$ cat config.mk
export PLATFORM = sky130hd
export DESIGN_NAME = ip_to_ethernet_encapsulator
export DESIGN_NICKNAME = d
export VERILOG_FILES = /design/src/ipeth_pkg.sv /design/src/ipeth_front.sv /design/src/ipeth_desc_fifo.sv /design/src/ipeth_back.sv /design/src/ip_to_ethernet_encapsulator.sv
export SDC_FILE = /design/constraint.sdc
export NUM_CORES = 1
export LEC_CHECK = 0
export BUFFER_PORTS_ARGS = -buffer_cell sky130_fd_sc_hd__buf_2
export CAP_MARGIN = 40
export CORE_ASPECT_RATIO = 0.8
export CORE_MARGIN = 1.5
export CORE_UTILIZATION = 38
export DETAILED_ROUTE_END_ITERATION = 8
export PLACE_DENSITY = 0.64
export SLEW_MARGIN = 30
export SYNTH_ARGS = -nofsm -noshare
export SYNTH_HDL_FRONTEND = slang
export SYNTH_SLANG_ARGS = --single-unit
$ cat constraint.sdc
create_clock -name clk -period 12.1 [get_ports clk]
set_clock_uncertainty 0.2 [all_clocks]
set_input_delay 1.21 -clock clk [delete_from_list [all_inputs] [get_ports clk]]
set_output_delay 1.21 -clock clk [all_outputs]
set_load 0.005 [all_outputs]
$ cat src/ipeth_pkg.sv
// Shared types and constants of the IP to Ethernet II encapsulator.
package ipeth_pkg;

  localparam int HEADER_BYTES = 14;
  localparam int MAC_BYTES = 6;
  localparam int TYPE_OFFSET = 12;
  localparam int DESC_FIFO_DEPTH = 4;
  localparam int STEP_W = $clog2(HEADER_BYTES + 1);

  localparam logic [47:0] MAC_RESET = 48'h0200_0000_0000;

  localparam logic [3:0] IP_VERSION_4 = 4'd4;
  localparam logic [3:0] IP_VERSION_6 = 4'd6;
  localparam logic [15:0] MIN_LEN_V4 = 16'd20;
  localparam logic [15:0] MIN_LEN_V6 = 16'd40;
  localparam logic [15:0] ETHERTYPE_V4 = 16'h0800;
  localparam logic [15:0] ETHERTYPE_V6 = 16'h86DD;

  typedef enum logic [2:0] {
    STATUS_OK            = 3'd0,
    STATUS_SHORT_V4      = 3'd1,
    STATUS_SHORT_V6      = 3'd2,
    STATUS_BAD_VERSION   = 3'd3,
    STATUS_CAP_OVER_WIRE = 3'd4
  } status_t;

  typedef enum logic [1:0] {
    DESC_FRAME  = 2'd0,
    DESC_DROP   = 2'd1,
    DESC_HEADER = 2'd2
  } desc_kind_t;

  typedef enum logic [0:0] {
    CFG_DEST_ADDRESS   = 1'b0,
    CFG_SOURCE_ADDRESS = 1'b1
  } cfg_index_t;

  // One classified input word, handed from the front to the back.
  typedef struct packed {
    desc_kind_t  kind;
    logic [7:0]  data_byte;
    logic        last;
    logic        is_v6;
    logic [16:0] cap_len;
    logic [32:0] wire_len;
    status_t     status;
  } desc_t;

  // Handshake state of the descriptor queue as seen by its two users.
  typedef struct packed {
    logic full;
    logic valid;
  } fifo_status_t;

endpackage

$ cat src/ipeth_front.sv
// Front part: accept input words, check packet headers and track dropping.
module ipeth_front import ipeth_pkg::*; (
  input  logic        clk,
  input  logic        rst_n,
  input  logic        in_push,
  input  logic [7:0]  in_data_byte,
  input  logic        in_packet_start,
  input  logic        in_packet_end,
  input  logic [15:0] in_cap_length,
  input  logic [31:0] in_wire_length,
  input  fifo_status_t fifo_st,
  output logic        in_full,
  output logic        desc_push,
  output desc_t       desc_out
);

  logic    dropping_r, dropping_nxt;
  logic    accept;
  status_t status;
  logic [3:0] version;

  assign version = in_data_byte[7:4];
  assign in_full = fifo_st.full;
  assign accept  = in_push && !fifo_st.full;

  always_comb begin
    if ({16'd0, in_cap_length} > in_wire_length) begin
      status = STATUS_CAP_OVER_WIRE;
    end else if (in_cap_length == 16'd0) begin
      status = STATUS_BAD_VERSION;
    end else if (version == IP_VERSION_4) begin
      status = (in_cap_length < MIN_LEN_V4) ? STATUS_SHORT_V4 : STATUS_OK;
    end else if (version == IP_VERSION_6) begin
      status = (in_cap_length < MIN_LEN_V6) ? STATUS_SHORT_V6 : STATUS_OK;
    end else begin
      status = STATUS_BAD_VERSION;
    end
  end

  always_comb begin
    dropping_nxt      = dropping_r;
    desc_push         = 1'b0;
    desc_out.kind     = DESC_FRAME;
    desc_out.data_byte = in_data_byte;
    desc_out.last     = in_packet_end;
    desc_out.is_v6    = (version == IP_VERSION_6);
    desc_out.cap_len  = {1'b0, in_cap_length} + 17'(HEADER_BYTES);
    desc_out.wire_len = {1'b0, in_wire_length} + 33'(HEADER_BYTES);
    desc_out.status   = status;
    if (accept) begin
      if (in_packet_start) begin
        desc_push = 1'b1;
        if (status != STATUS_OK) begin
          desc_out.kind = DESC_DROP;
          dropping_nxt  = !in_packet_end;
        end else begin
          desc_out.kind = DESC_HEADER;
          dropping_nxt  = 1'b0;
        end
      end else if (dropping_r) begin
        // swallow the rest of a rejected packet
        if (in_packet_end) begin
          dropping_nxt = 1'b0;
        end
      end else begin
        desc_push = 1'b1;
      end
    end
  end

  always_ff @(posedge clk) begin
    if (!rst_n) begin
      dropping_r <= 1'b0;
    end else begin
      dropping_r <= dropping_nxt;
    end
  end

`ifndef NO_ASSERTIONS
  a_drop_starts_on_start: assert property (@(posedge clk) disable iff (!rst_n)
    $rose(dropping_r) |-> $past(accept && in_packet_start))
    else $error("dropping began without an accepted start word");
`endif

endmodule

$ cat src/ipeth_desc_fifo.sv
// Short descriptor queue between the front and the back.
module ipeth_desc_fifo import ipeth_pkg::*; #(
  parameter int DEPTH = DESC_FIFO_DEPTH
) (
  input  logic         clk,
  input  logic         rst_n,
  input  logic         push,
  input  desc_t        push_data,
  input  logic         pop,
  output desc_t        head,
  output fifo_status_t st
);

  localparam int AW = (DEPTH > 1) ? $clog2(DEPTH) : 1;
  localparam int CW = $clog2(DEPTH + 1);

  desc_t           mem [DEPTH];
  logic [AW-1:0]   wr_ptr_r, wr_ptr_nxt;
  logic [AW-1:0]   rd_ptr_r, rd_ptr_nxt;
  logic [CW-1:0]   count_r, count_nxt;
  logic            do_push, do_pop;

  assign st.full  = (count_r == CW'(DEPTH));
  assign st.valid = (count_r != '0);
  assign do_push  = push && !st.full;
  assign do_pop   = pop && st.valid;
  assign head     = mem[rd_ptr_r];

  always_comb begin
    wr_ptr_nxt = wr_ptr_r;
    rd_ptr_nxt = rd_ptr_r;
    count_nxt  = count_r;
    if (do_push) begin
      wr_ptr_nxt = (wr_ptr_r == AW'(DEPTH - 1)) ? '0 : wr_ptr_r + 1'b1;
    end
    if (do_pop) begin
      rd_ptr_nxt = (rd_ptr_r == AW'(DEPTH - 1)) ? '0 : rd_ptr_r + 1'b1;
    end
    if (do_push && !do_pop) begin
      count_nxt = count_r + 1'b1;
    end else if (do_pop && !do_push) begin
      count_nxt = count_r - 1'b1;
    end
  end

  always_ff @(posedge clk) begin
    if (do_push) begin
      mem[wr_ptr_r] <= push_data;
    end
  end

  always_ff @(posedge clk) begin
    if (!rst_n) begin
      wr_ptr_r <= '0;
      rd_ptr_r <= '0;
      count_r  <= '0;
    end else begin
      wr_ptr_r <= wr_ptr_nxt;
      rd_ptr_r <= rd_ptr_nxt;
      count_r  <= count_nxt;
    end
  end

`ifndef NO_ASSERTIONS
  a_count_bound: assert property (@(posedge clk) disable iff (!rst_n)
    count_r <= CW'(DEPTH))
    else $error("descriptor queue count beyond depth");
`endif

endmodule

$ cat src/ipeth_back.sv
// Back part: expand descriptors into result words through the output register.
module ipeth_back import ipeth_pkg::*; (
  input  logic         clk,
  input  logic         rst_n,
  input  logic [47:0]  dest_address,
  input  logic [47:0]  source_address,
  input  desc_t        desc,
  input  fifo_status_t fifo_st,
  output logic         desc_pop,
  input  logic         out_pop,
  output logic         out_empty,
  output logic [7:0]   out_frame_byte,
  output logic         out_byte_valid,
  output logic         out_frame_start,
  output logic         out_frame_end,
  output logic [16:0]  out_frame_cap_length,
  output logic [32:0]  out_frame_wire_length,
  output logic [2:0]   out_status,
  output logic         out_run_last
);

  logic [STEP_W-1:0] step_r, step_nxt;
  logic              out_valid_r, out_valid_nxt;
  logic [7:0]        byte_r, byte_nxt;
  logic              bvalid_r, bvalid_nxt;
  logic              start_r, start_nxt;
  logic              end_r, end_nxt;
  logic [16:0]       capl_r, capl_nxt;
  logic [32:0]       wirel_r, wirel_nxt;
  status_t           status_r, status_nxt;
  logic              last_r, last_nxt;
  logic              advance, emit;

  function automatic logic [7:0] mac_byte(input logic [47:0] mac, input logic [2:0] idx);
    logic [47:0] shifted;
    shifted = mac >> {3'(MAC_BYTES - 1) - idx, 3'b000};
    return shifted[7:0];
  endfunction

  function automatic logic [7:0] header_byte(input logic [47:0] dmac, input logic [47:0] smac,
                                             input logic v6, input logic [STEP_W-1:0] idx);
    logic [15:0] etype;
    etype = v6 ? ETHERTYPE_V6 : ETHERTYPE_V4;
    if (idx < STEP_W'(MAC_BYTES)) begin
      return mac_byte(dmac, idx[2:0]);
    end else if (idx < STEP_W'(2 * MAC_BYTES)) begin
      return mac_byte(smac, 3'(idx - STEP_W'(MAC_BYTES)));
    end else if (idx == STEP_W'(TYPE_OFFSET)) begin
      return etype[15:8];
    end else begin
      return etype[7:0];
    end
  endfunction

  assign out_empty = !out_valid_r;
  assign advance   = !out_valid_r || out_pop;
  assign emit      = advance && fifo_st.valid;

  always_comb begin
    step_nxt      = step_r;
    out_valid_nxt = advance ? 1'b0 : out_valid_r;
    desc_pop      = 1'b0;
    byte_nxt      = byte_r;
    bvalid_nxt    = bvalid_r;
    start_nxt     = start_r;
    end_nxt       = end_r;
    capl_nxt      = capl_r;
    wirel_nxt     = wirel_r;
    status_nxt    = status_r;
    last_nxt      = last_r;
    if (emit) begin
      out_valid_nxt = 1'b1;
      byte_nxt      = desc.data_byte;
      bvalid_nxt    = 1'b1;
      start_nxt     = 1'b0;
      end_nxt       = desc.last;
      capl_nxt      = '0;
      wirel_nxt     = '0;
      status_nxt    = STATUS_OK;
      last_nxt      = 1'b1;
      desc_pop      = 1'b1;
      case (desc.kind)
        DESC_HEADER: begin
          if (step_r != STEP_W'(HEADER_BYTES)) begin
            // header byte: hold the descriptor and advance the step
            byte_nxt  = header_byte(dest_address, source_address, desc.is_v6, step_r);
            end_nxt   = 1'b0;
            last_nxt  = 1'b0;
            desc_pop  = 1'b0;
            step_nxt  = step_r + 1'b1;
            if (step_r == '0) begin
              start_nxt = 1'b1;
              capl_nxt  = desc.cap_len;
              wirel_nxt = desc.wire_len;
            end
          end else begin
            step_nxt = '0;
          end
        end
        DESC_DROP: begin
          byte_nxt   = '0;
          bvalid_nxt = 1'b0;
          end_nxt    = 1'b0;
          status_nxt = desc.status;
        end
        default: begin
        end
      endcase
    end
  end

  always_ff @(posedge clk) begin
    if (!rst_n) begin
      step_r      <= '0;
      out_valid_r <= 1'b0;
    end else begin
      step_r      <= step_nxt;
      out_valid_r <= out_valid_nxt;
    end
  end

  always_ff @(posedge clk) begin
    byte_r   <= byte_nxt;
    bvalid_r <= bvalid_nxt;
    start_r  <= start_nxt;
    end_r    <= end_nxt;
    capl_r   <= capl_nxt;
    wirel_r  <= wirel_nxt;
    status_r <= status_nxt;
    last_r   <= last_nxt;
  end

  assign out_frame_byte        = byte_r;
  assign out_byte_valid        = bvalid_r;
  assign out_frame_start       = start_r;
  assign out_frame_end         = end_r;
  assign out_frame_cap_length  = capl_r;
  assign out_frame_wire_length = wirel_r;
  assign out_status            = status_r;
  assign out_run_last          = last_r;

`ifndef NO_ASSERTIONS
  a_step_on_header: assert property (@(posedge clk) disable iff (!rst_n)
    (step_r != '0) |-> (fifo_st.valid && desc.kind == DESC_HEADER))
    else $error("header step pending without a header descriptor at the head");

  a_start_is_ok_byte: assert property (@(posedge clk) disable iff (!rst_n)
    (out_valid_r && start_r) |-> (bvalid_r && status_r == STATUS_OK && !last_r))
    else $error("frame start word is not a plain header byte");

  a_step_bound: assert property (@(posedge clk) disable iff (!rst_n)
    step_r <= STEP_W'(HEADER_BYTES))
    else $error("header step beyond header length");
`endif

endmodule

$ cat src/ip_to_ethernet_encapsulator.sv
// Top level of the IP to Ethernet II encapsulator.
//
// Takes raw IP packets one byte word per cycle and emits Ethernet II frames
// as result words. The first word of a packet (in_packet_start) carries the
// captured and wire lengths. A packet whose captured length exceeds its wire
// length, whose version nibble is not 4 or 6, whose captured length is zero,
// or that is shorter than 20 (IPv4) or 40 (IPv6) bytes yields one drop word
// (out_byte_valid low, out_status giving the reason) and its remaining words
// are swallowed. An accepted packet gets the 14-byte header (destination MAC,
// source MAC, EtherType 0x0800 or 0x86DD) in front of its first byte; the
// lengths reported with out_frame_start are raised by 14. Both sides behave as
// queues: push/full on input, empty/pop on output. Rate: the front accepts one
// word per cycle while the descriptor queue (FIFO_DEPTH entries) has room; the
// back's header sequencer emits one result word per cycle while the output
// register is free or popped; a plain or drop word yields one result word and
// an accepted start word yields 15. Each result passes through the descriptor
// queue and is then loaded into the output register.
// The MAC registers are written through cfg_we/cfg_index/cfg_data and reset to
// 02:00:00:00:00:00; write them only while the block is idle.
module ip_to_ethernet_encapsulator import ipeth_pkg::*; #(
  parameter int FIFO_DEPTH = DESC_FIFO_DEPTH
) (
  input  logic        clk,
  input  logic        rst_n,
  // configuration write port
  input  logic        cfg_we,
  input  logic [0:0]  cfg_index,
  input  logic [47:0] cfg_data,
  // input channel
  input  logic        in_push,
  output logic        in_full,
  input  logic [7:0]  in_data_byte,
  input  logic        in_packet_start,
  input  logic        in_packet_end,
  input  logic [15:0] in_cap_length,
  input  logic [31:0] in_wire_length,
  // result channel
  output logic        out_empty,
  input  logic        out_pop,
  output logic [7:0]  out_frame_byte,
  output logic        out_byte_valid,
  output logic        out_frame_start,
  output logic        out_frame_end,
  output logic [16:0] out_frame_cap_length,
  output logic [32:0] out_frame_wire_length,
  output logic [2:0]  out_status,
  output logic        out_run_last
);

  logic [47:0]  dest_r, dest_nxt;
  logic [47:0]  src_r, src_nxt;
  logic         desc_push, desc_pop;
  desc_t        desc_in, desc_head;
  fifo_status_t fifo_st;

  // Hold the MAC addresses; update on a write to their index.
  always_comb begin
    dest_nxt = dest_r;
    src_nxt  = src_r;
    if (cfg_we) begin
      case (cfg_index_t'(cfg_index))
        CFG_DEST_ADDRESS:   dest_nxt = cfg_data;
        CFG_SOURCE_ADDRESS: src_nxt  = cfg_data;
        default: begin
        end
      endcase
    end
  end

  always_ff @(posedge clk) begin
    if (!rst_n) begin
      dest_r <= MAC_RESET;
      src_r  <= MAC_RESET;
    end else begin
      dest_r <= dest_nxt;
      src_r  <= src_nxt;
    end
  end

  // Classify each accepted word and drop swallowed ones.
  ipeth_front u_front (
    .clk             (clk),
    .rst_n           (rst_n),
    .in_push         (in_push),
    .in_data_byte    (in_data_byte),
    .in_packet_start (in_packet_start),
    .in_packet_end   (in_packet_end),
    .in_cap_length   (in_cap_length),
    .in_wire_length  (in_wire_length),
    .fifo_st         (fifo_st),
    .in_full         (in_full),
    .desc_push       (desc_push),
    .desc_out        (desc_in)
  );

  // Decouple the classifier from the header sequencer.
  ipeth_desc_fifo #(
    .DEPTH (FIFO_DEPTH)
  ) u_fifo (
    .clk       (clk),
    .rst_n     (rst_n),
    .push      (desc_push),
    .push_data (desc_in),
    .pop       (desc_pop),
    .head      (desc_head),
    .st        (fifo_st)
  );

  // Expand descriptors into frame words, header first.
  ipeth_back u_back (
    .clk                   (clk),
    .rst_n                 (rst_n),
    .dest_address          (dest_r),
    .source_address        (src_r),
    .desc                  (desc_head),
    .fifo_st               (fifo_st),
    .desc_pop              (desc_pop),
    .out_pop               (out_pop),
    .out_empty             (out_empty),
    .out_frame_byte        (out_frame_byte),
    .out_byte_valid        (out_byte_valid),
    .out_frame_start       (out_frame_start),
    .out_frame_end         (out_frame_end),
    .out_frame_cap_length  (out_frame_cap_length),
    .out_frame_wire_length (out_frame_wire_length),
    .out_status            (out_status),
    .out_run_last          (out_run_last)
  );

endmodule

# ---- After elaboration in Yosys (flattened, before gate mapping)
# Memories as Yosys holds them, arrays and structs flattened. A register that Yosys moved wholly into a read port is not among the register bits.
# Index checks and enable logic that the tools add are counted.
dict set report word_totals {
  memories 1
  register_bits 174
  word_cells 107
  mem_bits_rw 260
  output_inout_bits 67
  romBits 0
  latch_bits 0
}
dict set report classes {
  n_bitwise 1
  muxes 40
  n_addsub 10
  eq_ne 9
  n_lt_le_gt_ge 5
  shifts 2
  mul 0
  div 0
  n_reduce_logical 23
}
# name words width rd rd_ports_with_merged_regs wr line_no
set memory_table {}
lappend memory_table {u_fifo.mem 4 65 1 1 1 ipeth_desc_fifo.sv:17} ;# desc_t mem [DEPTH];
# operator count
set ops {}
lappend ops {{$shr A48 B6 Y8} 2}
lappend ops {{$add A32 B4 Y33 const B} 1}
lappend ops {{$gt A16 B32 Y1} 1}
lappend ops {{$mux W8} 4}
lappend ops {{$mux W1} 18}
lappend ops {{$mux W3} 6}
lappend ops {{$add A16 B4 Y17 const B} 1}
lappend ops {{$logic_not A16 Y1} 1}
lappend ops {{$lt A16 B5 Y1 const B} 1}
lappend ops {{$lt A16 B6 Y1 const B} 1}
lappend ops {{$mux W16} 1}
lappend ops {{$mux W2} 8}
lappend ops {{$pmux W8 S2} 1}
lappend ops {{$eq A4 B3 Y1 const B} 2}
lappend ops {{$reduce_and A2 Y1} 4}
lappend ops {{$eq A2 B2 Y1 const B} 3}
lappend ops {{$logic_and A1 B1 Y1} 6}
lappend ops {{$reduce_bool A3 Y1} 2}
lappend ops {{$sub A3 B3 Y3 const A} 2}
lappend ops {{$logic_not A1 Y1} 5}
lappend ops {{$add A2 B1 Y2 const B} 2}
lappend ops {{$add A4 B1 Y4 const B} 1}
lappend ops {{$eq A4 B4 Y1 const B} 1}
lappend ops {{$logic_not A4 Y1} 1}
lappend ops {{other kinds (14)} 15}

# ---- Longest topological paths before layout
dict set report depth {
  word_depth 10
  mapped_depth 13
}

# ---- Modules after synthesis
# From an unflattened synthesis, not the netlist that was laid out.
dict set report hier_totals {
  hier_cells 1295
  hier_area_um2 18783.0
}
# mod area_each_um2 seq_area_each_um2 instances cells_each
set modules_own_cells {}
lappend modules_own_cells {ipeth_desc_fifo 9900.7 7987.7 1 390}
lappend modules_own_cells {ipeth_back 3746.1 2052.0 1 304}
lappend modules_own_cells {ip_to_ethernet_encapsulator 3602.2 1921.8 1 367}
lappend modules_own_cells {ipeth_front 1534.0 20.0 1 234}

# ---- Worst setup path before layout
# No wires, ideal clock.
dict set report synth_timing {
  path_kind {in2reg}
  startpoint {input port out_pop}
  endpoint {register u_fifo.count_r[2]}
  path_slack_ns 6.010
  setup_time_ns 0.076
  cell_stages 9
  arrival_ns 5.814
  required_ns 11.824
  cell_sequence {inv_1 -> a21oi_1 -> nand2_2 -> ha_1 -> inv_1 -> fa_1 -> xor2_1 -> or3_1 -> a21boi_0}
}
dict set report synth_via {
  elab_chain_cells 7
  elab_cells_between_ends 9
}
# element line_no
set synth_rtl {}
lappend synth_rtl {{start: declaration} ip_to_ethernet_encapsulator.sv:39} ;# input logic out_pop,
lappend synth_rtl {{$logic_or A1 B1 Y1 (*)} ipeth_back.sv:56} ;# assign advance = !out_valid_r || out_pop;
lappend synth_rtl {{$logic_and A1 B1 Y1 (*)} ipeth_back.sv:57} ;# assign emit = advance && fifo_st.valid;
lappend synth_rtl {{named net u_back.emit} ipeth_back.sv:32} ;# logic advance, emit;
lappend synth_rtl {{$mux W1 (*)} ipeth_back.sv:71} ;# if (emit) begin
lappend synth_rtl {{$logic_and A1 B1 Y1 (*)} ipeth_desc_fifo.sv:26} ;# assign do_pop = pop && st.valid;
lappend synth_rtl {{$logic_not A1 Y1} ipeth_desc_fifo.sv:39} ;# if (do_push && !do_pop) begin
lappend synth_rtl {{$logic_and A1 B1 Y1} ipeth_desc_fifo.sv:39}
lappend synth_rtl {{$mux W3 or $reduce_bool A2 Y1 (tied branches)} -}
lappend synth_rtl {{end signal: assignment} ipeth_desc_fifo.sv:60} ;# count_r <= count_nxt;
lappend synth_rtl {{end: declaration} ipeth_desc_fifo.sv:20} ;# logic [CW-1:0] count_r, count_nxt;
# Mark *: on every way through the listed nets, which the timed path passes. The rest lies on a longest branch.
# A chain may end at the register's enable or synchronous reset.

==> run_results.csv <==
group,metric,value,unit
placement,detailed_place.area,0.0201,mm²
routing,vias_per_cell,5.12,
global_routing,grt_pass1_wl,63.7,mm
synth,ys_types,69,
placement,buffer_ports.inserted,178,
setup_path,criticalPathCategory,"flop to flop",
floorplanning,io_pins,179,
pwr,vdd_drop_max,0.125,mV
pwr,intPower,0.00311,W
hold_path,hp-start,"src_r[18]",
global_routing,grt_max_degree,106,
pwr,power_density,198,mW/mm²
floorplanning,die_h,200,µm
clock_network,cts_buffers,44,
setup_path,start_kind,"flop",
finish,area_growth,17.4,%
timing,fin_ws,8600,ps
pwr,pwr-share-clk,33.1,%
routing,dr_total_vias,11000,
floorplanning,die_w,249,µm
routing,wirelength,42.6,mm
routing,wl_per_cell,19.9,µm
routing,first_iter_violations,869,
timing,tightest_slew,820,ps
floorplanning,fp-row-count,72,
synth,syn-num-nets,1442,
synth,synth_area,0.0185,mm²
synth,yosysWarnings,0,
floorplanning,die_area,0.0499,mm²
clock_network,postCtsResizedCells,0,
finish,fillers,4314,
synth,synth_ff_type,"edfxtp_1",
pwr,seqPwrFrac,46.9,%
setup_path,crit_arrival,3780,ps
setup_path,reg2reg_setup_slack,8600,ps
synth,synth_edf_count,325,
synth,ys_seq_area_share,64.9,%
timing,finalHoldViolations,0,
setup_path,required,12380,ps
finish,final_util,45.0,%
routing,drt_pre_antenna_iters,5,
finish,design_area,0.0217,mm²
finish,drive_gt1_share,25.3,%
pwr,combPwrFrac,20.1,%
placement,place_ws,8450,ps
pwr,switching_share,27.3,%
clock_network,post_cts_buffers,0,
synth,async_reset_ff_share,0,%
hold_path,hold_path_class,"flop to flop",
placement,dp_hpwl,28.1,mm
global_routing,antenna_found_initial,3,
timing,fin_setup_tns,0,ps
synth,synth_seq_cells,436,
setup_path,end_kind,"flop",
flow_run,cap_violations,0,
clock_network,clock_sinks,436,
pwr,power_switching,0.00117,W
placement,gp_congestion,0.857,
finish,multiInputGateArea,0.00602,mm²
timing,fin_crit_sh,28.9,%
global_routing,grt.overflow.total,0,
timing,max_freq,286,MHz
timing,finalSetupViolations,0,
timing,max_slew_margin,45.3,%
global_routing,grtUsageTotal,16.9,%
synth,synth.avg_cell_area,14.2,µm²
routing,antenna_left,0,
clock_network,clkTransAtPathRegs,60,ps
clock_network,clock_latency,580,ps
floorplanning,start_util,38.4,%
timing,drv_slew,0,
timing,rsz0062_at_grt,"false",
clock_network,cts_tree,"yes",
setup_path,cp_max_fo,33,
setup_path,crit_path_max_incr_delay,830,ps
finish,nets,1621,
setup_path,path_delay_family,"adder cells",
run_status,status,"finished clean",
global_routing,grt_pass1_vias,10600,
setup_path,crit_chain,"mux4_2 -> inv_1 -> ha_1 -> nand2b_4 -> nand2_2 -> ha_1 -> inv_1 -> fa_1 -> xor2_1 -> or3_1 -> a21boi_0",
clock_network,htreeDepth,2,
setup_path,crit_buf_inv,2,
clock_network,cts.path.max_buffers,3,
synth,synth_cells,1300,
setup_path,slowest_stage,"dfxtp_4",
clock_network,root_buffer,"clkbuf_16",
finish,register_area,0.0120,mm²
clock_network,holdBufCountCts,0,
floorplanning,design.core.area,0.0481,mm²
pwr,p_leak,7.56,nW
routing,drc,0,
timing,period_minus_slack,3500,ps
-- cells in the mapped netlist, types with 13 or more instances --
master | n | area, µm²
nand2_1 | 234 | 878
dfxtp_1 | 111 | 2220
a21oi_1 | 21 | 105
mux4_2 | 81 | 1820
and2_1 | 14 | 87.6
edfxtp_1 | 325 | 9760
a21boi_0 | 98 | 736
nor2b_1 | 60 | 375
nor2_1 | 21 | 78.8
ha_1 | 29 | 363
xnor2_1 | 32 | 280
o21ai_0 | 22 | 110
inv_1 | 44 | 165
clkbuf_1 | 38 | 143
nand3_1 | 13 | 65.1
-- cell type report --
| class | instances | area share, % |
|---|---|---|
| sequential | 436 | 55.3 |
| multi-input combinational | 752 | 27.8 |
| clock buffer | 57 | 5.55 |
| timing repair buffer | 199 | 5.49 |
| tap | 629 | 3.63 |
| clock inverter | 21 | 1.37 |
| inverter | 46 | 0.797 |
| antenna | 3 | 0.0347 |
-- cell usage in the layout, fill, tap and decap left out, types with 4 or more instances in the layout --
cell type	instances
clkbuf_1	8
nand2_1	233
nor4_1	8
ha_1	29
xor2_1	11
and3_1	8
nand3_1	13
a21oi_1	20
mux4_2	81
and2_4	4
dfxtp_1	108
a211oi_1	4
nor2b_1	59
bufinv_16	6
buf_2	178
nor3_1	5
and2_1	10
or3_1	4
clkbuf_16	45
xnor2_1	32
o21ai_0	22
buf_12	8
a21boi_0	98
edfxtp_1	325
inv_1	44
o32ai_1	6
buf_4	11
nand4_1	9
nor2_1	21
mux2i_1	12
nand2b_1	4
a21boi_1	4
clkinv_2	4
clkinv_1	5
nand3_2	5
mux2_2	4
-- power groups by stage --
stage                     clock, W  combinational [W]  sequential (W)
final                      0.00141           0.000859         0.00200
after global routing       0.00151           0.000944         0.00203
after CTS                  0.00145           0.000878         0.00201
after detailed placement         0           0.000876         0.00204
after global placement           0           0.000837         0.00204
after floorplan                  0           0.000528         0.00200
-- worst reg2reg max path, cell delays in order (launching register included) --
cell and delay, ps:
dfxtp_4 830, mux4_2 620, inv_1 70, ha_1 280, nand2b_4 100, nand2_2 100
ha_1 190, inv_1 60, fa_1 370, xor2_1 160, or3_1 290, a21boi_0 150
-- stage by stage --
| stage | hold WS (ps) | total power [W] | std cells |
|---|---|---|---|
| 2_1_floorplan | 232 | 0.00253 | 1300 |
| 3_3_place_gp | 245 | 0.00288 | 2052 |
| 3_5_place_dp | 255 | 0.00291 | 2061 |
| 4_1_cts | 266 | 0.00434 | 2139 |
| 5_1_grt | 280 | 0.00448 | 2142 |
| 6_report | 261 | 0.00428 | 2143 |
-- kinds of logic after synthesis --
kind of cell	Yosys count	synth area share [%]
AO/OA/AOI/OAI	176	6.73
XOR/XNOR	44	2.13
adder cells (fa/ha/maj)	30	2.08
buffers and inverters	112	2.60
flip-flops	436	64.9
multiplexers	97	10.8
AND/OR/NAND/NOR	405	10.7
-- metal layers --
metal	vias up	share of wire [%]	track usage, %
li1	5137	-	-
met1	5490	46	23.7
met2	293	47	27.0
met3	47	5.8	3.19
met4	0	1.7	5.04
met5	-	0	0
-- state kept, by name (all words and copies together), names as in the netlist, named ones only --
name and cells:
dest_r 48, u_back.out_frame_end 1, u_fifo.count_r 3, u_back.out_status 3, u_back.out_frame_byte 8, u_fifo.rd_ptr_r 2, u_back.out_valid_r 1, u_back.step_r 4
u_fifo.wr_ptr_r 2, u_fifo.mem 260, u_back.out_run_last 1, u_back.out_frame_start 1, u_front.dropping_r 1, u_back.out_byte_valid 1, u_back.out_frame_wire_length 33, u_back.out_frame_cap_length 17
src_r 48
-- path summary, 6_finish.rpt --
path | end | depth (start not counted)
setup / recovery | u_fifo.count_r[2] | 11
hold / removal | src_r[18] | 2
setup reg to reg | u_fifo.count_r[2] | 11
hold reg to reg | src_r[18] | 2
Note: power is estimated with default switching activity, not from simulation.
